### src/rtl/core/swf_pkg.sv
// Shared constants and types for the strided window framer.
package swf_pkg;

  localparam int MaxWindow = 64;
  localparam int DataWidth = 32;
  localparam int PtrWidth  = $clog2(MaxWindow);
  localparam int WinWidth  = 7;
  localparam int StrWidth  = 16;
  localparam int PosWidth  = 6;
  localparam int CfgWidth  = 16;
  localparam int OutWidth  = ((DataWidth + PosWidth + 7) / 8) * 8;

  localparam logic [WinWidth-1:0] WinReset = WinWidth'(4);
  localparam logic [StrWidth-1:0] StrReset = StrWidth'(1);

  typedef enum logic {
    REG_WINDOW = 1'b0,
    REG_STRIDE = 1'b1
  } reg_idx_e;

  typedef enum logic {
    OP_DATA = 1'b0,
    OP_EOS  = 1'b1
  } op_e;

  typedef enum logic [1:0] {
    ST_IDLE = 2'b01,
    ST_EMIT = 2'b10
  } state_e;

endpackage

### src/rtl/core/swf_ram.sv
// Generic single-port-write, single-port-read RAM with registered read.
module swf_ram #(
  parameter int Width = 32,
  parameter int Depth = 64,
  localparam int AddrW = $clog2(Depth)
) (
  input  logic             clk_i,
  input  logic             we_i,
  input  logic [AddrW-1:0] waddr_i,
  input  logic [Width-1:0] wdata_i,
  input  logic             re_i,
  input  logic [AddrW-1:0] raddr_i,
  output logic [Width-1:0] rdata_o
);

  logic [Width-1:0] mem_q [Depth];
  logic [Width-1:0] rdata_q;

  always_ff @(posedge clk_i) begin
    if (we_i) begin
      mem_q[waddr_i] <= wdata_i;
    end
    if (re_i) begin
      rdata_q <= mem_q[raddr_i];
    end
  end

  assign rdata_o = rdata_q;

endmodule

### src/rtl/core/strided_window_framer.sv
// Strided window framer: cuts a word stream into overlapping or spaced windows.
//
// Input stream (s_axis): one request carries a data word in tdata; tuser is the
// op flag (0 data word, 1 end of stream). End of stream drops a partial window.
// Output stream (m_axis): one request per window word, oldest first; tdata holds
// the word and its position in the window, tlast marks the final word.
// Configuration: cfg_we_i writes register cfg_idx_i (0 window length, 1 stride);
// any write also restarts the stream. Write only while the block is idle.
// Flow: a word that does not complete a window leaves s_axis ready. A word that
// completes a window of W words holds the input while the window is read from
// the ring RAM, one RAM read per cycle while m_axis does not stall; the first
// window word passes the state register, the RAM read register and the output
// register before it appears on m_axis. Back-pressure on m_axis stalls the RAM
// reads through a two-deep output pipeline and so the input. No item is lost or repeated under stalls.
// Reset clears pointers, counts and output valids; the RAM holds no reset
// value and needs no clearing pass, since only words of the current stream
// are read.
module strided_window_framer
  import swf_pkg::*;
(
  input  logic                 clk_i,
  input  logic                 rst_ni,
  // configuration write port
  input  logic                 cfg_we_i,
  input  logic                 cfg_idx_i,
  input  logic [CfgWidth-1:0]  cfg_data_i,
  // input stream
  input  logic                 s_axis_tvalid,
  output logic                 s_axis_tready,
  input  logic [DataWidth-1:0] s_axis_tdata,   // [31:0] element_value
  input  logic                 s_axis_tuser,   // [0] op
  // output stream
  output logic                 m_axis_tvalid,
  input  logic                 m_axis_tready,
  output logic [OutWidth-1:0]  m_axis_tdata,   // [31:0] window_word, [37:32] position
  output logic                 m_axis_tlast    // last_of_window
);

  state_e state_q, state_d;

  logic [WinWidth-1:0] win_reg_q;
  logic [StrWidth-1:0] str_reg_q;
  logic [PtrWidth-1:0] wp_q, wp_d;
  logic [WinWidth-1:0] fill_q, fill_d;
  logic [StrWidth-1:0] skip_q, skip_d;
  logic [PtrWidth-1:0] rd_addr_q, rd_addr_d;
  logic [PosWidth-1:0] rd_cnt_q, rd_cnt_d;

  logic [WinWidth-1:0] win_eff;
  logic [StrWidth-1:0] str_eff;
  logic [PosWidth-1:0] win_last;
  logic [WinWidth-1:0] fill_inc;
  logic [WinWidth-1:0] base_full;

  logic in_acc, wr_en, rd_issue, rd_final;
  logic [DataWidth-1:0] rdata;

  logic                pend_v_q;
  logic [PosWidth-1:0] pend_pos_q;
  logic                pend_last_q;
  logic                pend_move;

  logic                 o_v_q;
  logic [DataWidth-1:0] o_word_q;
  logic [PosWidth-1:0]  o_pos_q;
  logic                 o_last_q;

  // effective window 1..MaxWindow, stride at least 1
  always_comb begin
    if (win_reg_q == '0) begin
      win_eff = WinWidth'(1);
    end else if (win_reg_q > WinWidth'(MaxWindow)) begin
      win_eff = WinWidth'(MaxWindow);
    end else begin
      win_eff = win_reg_q;
    end
    str_eff = (str_reg_q == '0) ? StrWidth'(1) : str_reg_q;
  end

  assign win_last  = PosWidth'(win_eff - WinWidth'(1));
  assign fill_inc  = fill_q + WinWidth'(1);
  // oldest slot of the window once the current word is written
  assign base_full = WinWidth'(wp_q) + WinWidth'(1) - win_eff;

  assign s_axis_tready = (state_q == ST_IDLE);
  assign in_acc        = s_axis_tvalid && s_axis_tready;
  assign wr_en         = in_acc && (s_axis_tuser == OP_DATA) && (skip_q == '0);

  assign pend_move = pend_v_q && (!o_v_q || m_axis_tready);
  assign rd_issue  = (state_q == ST_EMIT) && (!pend_v_q || pend_move);
  assign rd_final  = rd_issue && (rd_cnt_q == win_last);

  always_comb begin
    state_d   = state_q;
    wp_d      = wp_q;
    fill_d    = fill_q;
    skip_d    = skip_q;
    rd_addr_d = rd_addr_q;
    rd_cnt_d  = rd_cnt_q;
    unique case (state_q)
      ST_IDLE: begin
        if (in_acc) begin
          if (s_axis_tuser == OP_EOS) begin
            wp_d   = '0;
            fill_d = '0;
            skip_d = '0;
          end else if (skip_q != '0) begin
            skip_d = skip_q - StrWidth'(1);
          end else begin
            wp_d   = wp_q + PtrWidth'(1);
            fill_d = fill_inc;
            if (fill_inc >= win_eff) begin
              state_d   = ST_EMIT;
              rd_addr_d = base_full[PtrWidth-1:0];
              rd_cnt_d  = '0;
              if (str_eff < StrWidth'(win_eff)) begin
                fill_d = win_eff - WinWidth'(str_eff);
              end else begin
                fill_d = '0;
                skip_d = str_eff - StrWidth'(win_eff);
              end
            end
          end
        end
      end
      ST_EMIT: begin
        if (rd_issue) begin
          rd_addr_d = rd_addr_q + PtrWidth'(1);
          rd_cnt_d  = rd_cnt_q + PosWidth'(1);
          if (rd_final) begin
            state_d = ST_IDLE;
          end
        end
      end
      default: state_d = ST_IDLE;
    endcase
    // a register write restarts the stream
    if (cfg_we_i) begin
      wp_d   = '0;
      fill_d = '0;
      skip_d = '0;
    end
  end

  always_ff @(posedge clk_i or negedge rst_ni) begin
    if (!rst_ni) begin
      state_q   <= ST_IDLE;
      win_reg_q <= WinReset;
      str_reg_q <= StrReset;
      wp_q      <= '0;
      fill_q    <= '0;
      skip_q    <= '0;
      rd_addr_q <= '0;
      rd_cnt_q  <= '0;
      pend_v_q  <= 1'b0;
      o_v_q     <= 1'b0;
    end else begin
      state_q   <= state_d;
      wp_q      <= wp_d;
      fill_q    <= fill_d;
      skip_q    <= skip_d;
      rd_addr_q <= rd_addr_d;
      rd_cnt_q  <= rd_cnt_d;
      if (cfg_we_i) begin
        unique case (reg_idx_e'(cfg_idx_i))
          REG_WINDOW: win_reg_q <= cfg_data_i[WinWidth-1:0];
          REG_STRIDE: str_reg_q <= cfg_data_i[StrWidth-1:0];
          default:    win_reg_q <= win_reg_q;
        endcase
      end
      if (rd_issue) begin
        pend_v_q <= 1'b1;
      end else if (pend_move) begin
        pend_v_q <= 1'b0;
      end
      if (pend_move) begin
        o_v_q <= 1'b1;
      end else if (m_axis_tready) begin
        o_v_q <= 1'b0;
      end
    end
  end

  // payload of the read and output stages
  always_ff @(posedge clk_i) begin
    if (rd_issue) begin
      pend_pos_q  <= rd_cnt_q;
      pend_last_q <= (rd_cnt_q == win_last);
    end
    if (pend_move) begin
      o_word_q <= rdata;
      o_pos_q  <= pend_pos_q;
      o_last_q <= pend_last_q;
    end
  end

  swf_ram #(
    .Width (DataWidth),
    .Depth (MaxWindow)
  ) u_ring (
    .clk_i   (clk_i),
    .we_i    (wr_en),
    .waddr_i (wp_q),
    .wdata_i (s_axis_tdata),
    .re_i    (rd_issue),
    .raddr_i (rd_addr_q),
    .rdata_o (rdata)
  );

  assign m_axis_tvalid = o_v_q;
  assign m_axis_tdata  = OutWidth'({o_pos_q, o_word_q});
  assign m_axis_tlast  = o_last_q;

endmodule
### config.mk
export PLATFORM = sky130hd
export DESIGN_NAME = strided_window_framer
export DESIGN_NICKNAME = d
export VERILOG_FILES = /design/src/rtl/core/swf_pkg.sv /design/src/rtl/core/swf_ram.sv /design/src/rtl/core/strided_window_framer.sv
export SDC_FILE = /design/constraint.sdc
export NUM_CORES = 2
export LEC_CHECK = 0
export BUFFER_PORTS_ARGS = -buffer_cell sky130_fd_sc_hd__buf_2
export CAP_MARGIN = 20
export CELL_PAD_IN_SITES_DETAIL_PLACEMENT = 1
export CELL_PAD_IN_SITES_GLOBAL_PLACEMENT = 1
export CORE_ASPECT_RATIO = 0.6
export CORE_MARGIN = 4
export CORE_UTILIZATION = 51
export DETAILED_ROUTE_END_ITERATION = 7
export PLACE_DENSITY = 0.84
export SYNTH_ARGS = -nofsm -noshare
export SYNTH_HDL_FRONTEND = slang
export SYNTH_HIERARCHICAL = 1
export SYNTH_SLANG_ARGS = --single-unit
### constraint.sdc
create_clock -name clk_i -period 5.35 [get_ports clk_i]
set_input_delay 0.535 -clock clk_i [delete_from_list [all_inputs] [get_ports clk_i]]
set_output_delay 0.535 -clock clk_i [all_outputs]
set_load 0.01 [all_outputs]
==> parameters.txt <==
Parameter                              Value

Run status
  Status ... completed

Clock network
  Clock latency at the later pin of the worst-skew pair ... 870 ps
  Clock tree from TritonCTS ... yes
  Clock buffers created by TritonCTS ... 197
  CTS root buf ... sky130_fd_sc_hd__clkbuf_16
  Number of buffers on the longest clock path ... 4
  Clk sink count ... 2,194
  Clock Pin Slew Worst Setup and Hold Paths ... 70 ps
  H-tree depth ... 4
  PostCTS Resize Cnt ... 0

Min path
  Min-delay worst type ... input pin to register

Detailed routing
  Detailed-route DRC error count ... 0
  Detail-routed net length per standard cell ... 38.73 um
  Number of vias per cell after detailed routing ... 6.841
  Detailed-route wire length ... 255,800 um
  Number of search-and-repair iterations in the first detailed-routing pass ... 6
  DRC marker count from the first detailed-route iteration ... 8,076
  Via total after detailed routing ... 45,177
  Number of antenna-violating nets in the routed design ... 0

STA
  Count of final hold-check violations ... 0
  Setup violation total in the final timing report ... 0
  Setup total negative slack ... 0 ps
  Worst Clk Skew ... 75.51 ps
  Number of max-slew violations in the final report ... 0
  Slew @ Worst Pin ... 1247 ps
  Timing-limited maximum frequency ... 221.9 MHz
  Part of the cycle the worst path needs ... 84.22%
  Unrepaired setup endpoints after global routing ... no
  Min Clock Period, post-route ... 4506 ps
  Headroom to the max-slew limit ... 16.85%

Place
  Last weighted congestion value of the routability-driven placer ... 0.8799
  Detailed placer's ending HPWL ... 151,600 um
  Cell area after placement ... 89,530 um2
  Port bufs ... 95

Floorplanning
  # IOs ... 98
  Initial Util ... 51.64%
  Die footprint ... 173,800 um2
  Die width ... 535.5 um
  Core region area ... 164,900 um2
  Total number of placement rows ... 115
  Die Height ... 324.5 um

Critical path
  Library cell appearing most often on the critical path ... sky130_fd_sc_hd__o21ai_0
  Crit path launch type ... register
  Master of the slowest instance on the critical path ... sky130_fd_sc_hd__a21oi_2
  Critical path fanouts, max ... 22
  Kind of critical path ... register to register
  CP endpoint kind ... register
  Worst Path Arrival ... 5220 ps
  Worst reg2reg setup slack ... 840 ps
  Required arrival time at the worst endpoint ... 6070 ps
  Largest stage delay on the critical path ... 750 ps
  Critical path, cell by cell ... clkinv_1 > a22oi_1 > inv_1 > ha_1 > nor2b_1 > o21ai_0 > o21ai_1 > o211ai_1 > a21oi_2 > o21ai_0 > o21ai_0

Layout
  NumNets Final ... 4,318
  Share of cells above drive strength 1 ... 27.55%
  Reg area ... 65,560 um2
  # fillers ... 13,929
  Total area of multi-input combinational cells ... 18,970 um2
  Most common library cell in the layout ignoring fill and taps ... sky130_fd_sc_hd__edfxtp_1
  Commonest non-fill, non-tap cells in the layout ... 2,126 x sky130_fd_sc_hd__edfxtp_1, 544 x sky130_fd_sc_hd__mux4_2, 200 x sky130_fd_sc_hd__clkbuf_16
  Post-layout instance area ... 95,770 um2
  Area Growth Syn to Fin ... 12.46%

Power and ir drop
  Power Total ... 0.04392 W
  Leakage power total ... 29.75 nW
  Peak supply drop ... 364.0 uV
  Cell area power density ... 458.6 nW/um2

Synth
  Warnings, synthesis ... 6
  Async set-or-reset flop fraction in the synthesized netlist ... 3.099%
  Post-synthesis instance area ... 85,160 um2
  Cell variety after synth ... 70
  Syn_area_per_cell ... 21.60 um2
  Post-synthesis sequential area ratio ... 76.97%
  Number of synthesized flops with an enable pin ... 2,126
  Post-Syn Instances ... 3,942
  Main synth FF type ... sky130_fd_sc_hd__edfxtp_1
  Total of flip-flops plus latches after synthesis ... 2,194

GRT
  Largest net degree at the start of global routing ... 69
  Global-route usage over all layers ... 29.50%
  Wire length of the first global-routing pass ... 362,300 um
  Gr ovfl total ... 0
  Initial antenna violation count ... 27
  Via count of the first global-routing pass ... 45,883

Job
  Max-cap viol count ... 0
-- path summary, 6_finish.rpt --
| path | from | end | cells after the start |
|---|---|---|---|
| setup / recovery | win_reg_q[6] | skip_q[4] | 11 |
| hold / removal | s_axis_tdata[13] | u_ring/mem_q[44][13] | 1 |
| setup reg to reg | win_reg_q[6] | skip_q[4] | 11 |
| hold reg to reg | pend_pos_q[1] | o_pos_q[1] | 0 |
| max in group asynchronous | rst_ni | rd_addr_q[2] | 3 |
| min in group asynchronous | rst_ni | skip_q[11] | 3 |
-- worst max-delay path: cells and delay by family, from the launching register on --
family	cells	cell delay [ps]
AO/OA/AOI/OAI	7	2980
flip-flops	1	480
buffers and inverters	2	450
adder cells (fa/ha/maj)	1	330
AND/OR/NAND/NOR	1	130
-- through the flow --
step | worst slack, ps | std cells | hold slack [ps] | util [%]
6_report | 844.5 | 6604 | 94.76 | 58.08
5_1_grt | 543.2 | 6600 | 74.99 | 58.07
4_1_cts | 969.3 | 6597 | 61.78 | 58.04
3_5_place_dp | 1011 | 6230 | 406.3 | 54.29
3_3_place_gp | 1164 | 6229 | 405.2 | 54.29
2_1_floorplan | 150.9 | 3943 | 239.4 | -
-- where the power goes --
part	leakage, nW	internal [W]	switching (W)	total [W]
logic	6.83	0.00369	0.00685	0.0105
registers	20.0	0.0191	0.000525	0.0196
clock network	2.95	0.00738	0.00642	0.0138
total	29.8	0.0301	0.0138	0.0439
-- final cells by class --
type	count	share of cell area, %
Tap cell	2223	2.904
Clock inverter	106	0.8492
Antenna cell	4	0.01045
Clock buffer	243	5.415
Timing Repair Buffer	296	2.430
Multi-Input combinational cell	1506	19.80
Sequential cell	2194	68.46
Inverter	32	0.1254
-- flip-flops by register name, indices dropped and copies added (netlist names) --
signal and cells:
pend_pos_q 6, pend_last_q 1, u_ring/mem_q 2048, m_axis_tlast 1, o_word_q 32, fill_q 7
wp_q 6, pend_v_q 1, rd_addr_q 6, state_q 2, rd_cnt_q 6, o_pos_q 6
str_reg_q 16, skip_q 16, u_ring/rdata_o 32, m_axis_tvalid 1, win_reg_q 7
-- cell families after synthesis --
kind of cell,Yosys count,share of synthesized area [%]
mux,668,15.88
simple gates,408,2.230
fa+ha+maj,36,0.5554
xor+xnor,36,0.3703
other cells,1,0.004404
flops,2194,76.97
buf+inv,243,1.325
compound gates,356,2.662
-- repair_timing --
action / 4_1_cts / 5_1_grt
endpoints found under the hold margin: 89 / 0
setup buffers: 0 / 0
hold buffers: 18 / 0
-- synthesized netlist by cell type (7+ instances only) --
cell	instances	area [um2]
sky130_fd_sc_hd__edfxtp_1	2126	63840
sky130_fd_sc_hd__mux4_2	544	12250
sky130_fd_sc_hd__nor2_1	185	694.4
sky130_fd_sc_hd__a21oi_1	100	500.5
sky130_fd_sc_hd__mux2i_1	99	991.0
sky130_fd_sc_hd__clkbuf_1	97	364.1
sky130_fd_sc_hd__o22ai_1	88	550.5
sky130_fd_sc_hd__nand2_1	76	285.3
sky130_fd_sc_hd__dfrtp_1	65	1627
sky130_fd_sc_hd__buf_2	59	295.3
sky130_fd_sc_hd__o21ai_0	47	235.2
sky130_fd_sc_hd__ha_1	33	412.9
sky130_fd_sc_hd__inv_1	31	116.4
sky130_fd_sc_hd__buf_4	28	210.2
sky130_fd_sc_hd__o221ai_1	27	236.5
sky130_fd_sc_hd__mux2_2	25	281.5
sky130_fd_sc_hd__xnor2_1	24	210.2
sky130_fd_sc_hd__nor2b_1	23	143.9
sky130_fd_sc_hd__nor3_1	23	115.1
sky130_fd_sc_hd__buf_1	22	82.58
sky130_fd_sc_hd__nand3_1	19	95.09
sky130_fd_sc_hd__a22oi_1	14	105.1
sky130_fd_sc_hd__nand2b_1	13	81.33
sky130_fd_sc_hd__nor4_1	12	75.07
sky130_fd_sc_hd__xor2_1	12	105.1
sky130_fd_sc_hd__a31oi_1	9	56.30
sky130_fd_sc_hd__a311oi_1	8	70.07
sky130_fd_sc_hd__nand3b_1	8	60.06
sky130_fd_sc_hd__a21o_1	7	52.55
sky130_fd_sc_hd__and3_1	7	43.79
sky130_fd_sc_hd__o22a_1	7	61.31
sky130_fd_sc_hd__or3_1	7	43.79
-- per-layer routing --
layer | global-route usage, % | vias to the layer above | part of all wire (%)
met5 | 0 | - | 0.055
met4 | 8.493 | 22 | 3.3
met3 | 9.009 | 519 | 15
met2 | 44.30 | 3829 | 46
met1 | 42.38 | 23735 | 36
li1 | - | 17072 | -
No activity file was read; power rests on OpenSTA's default activity.
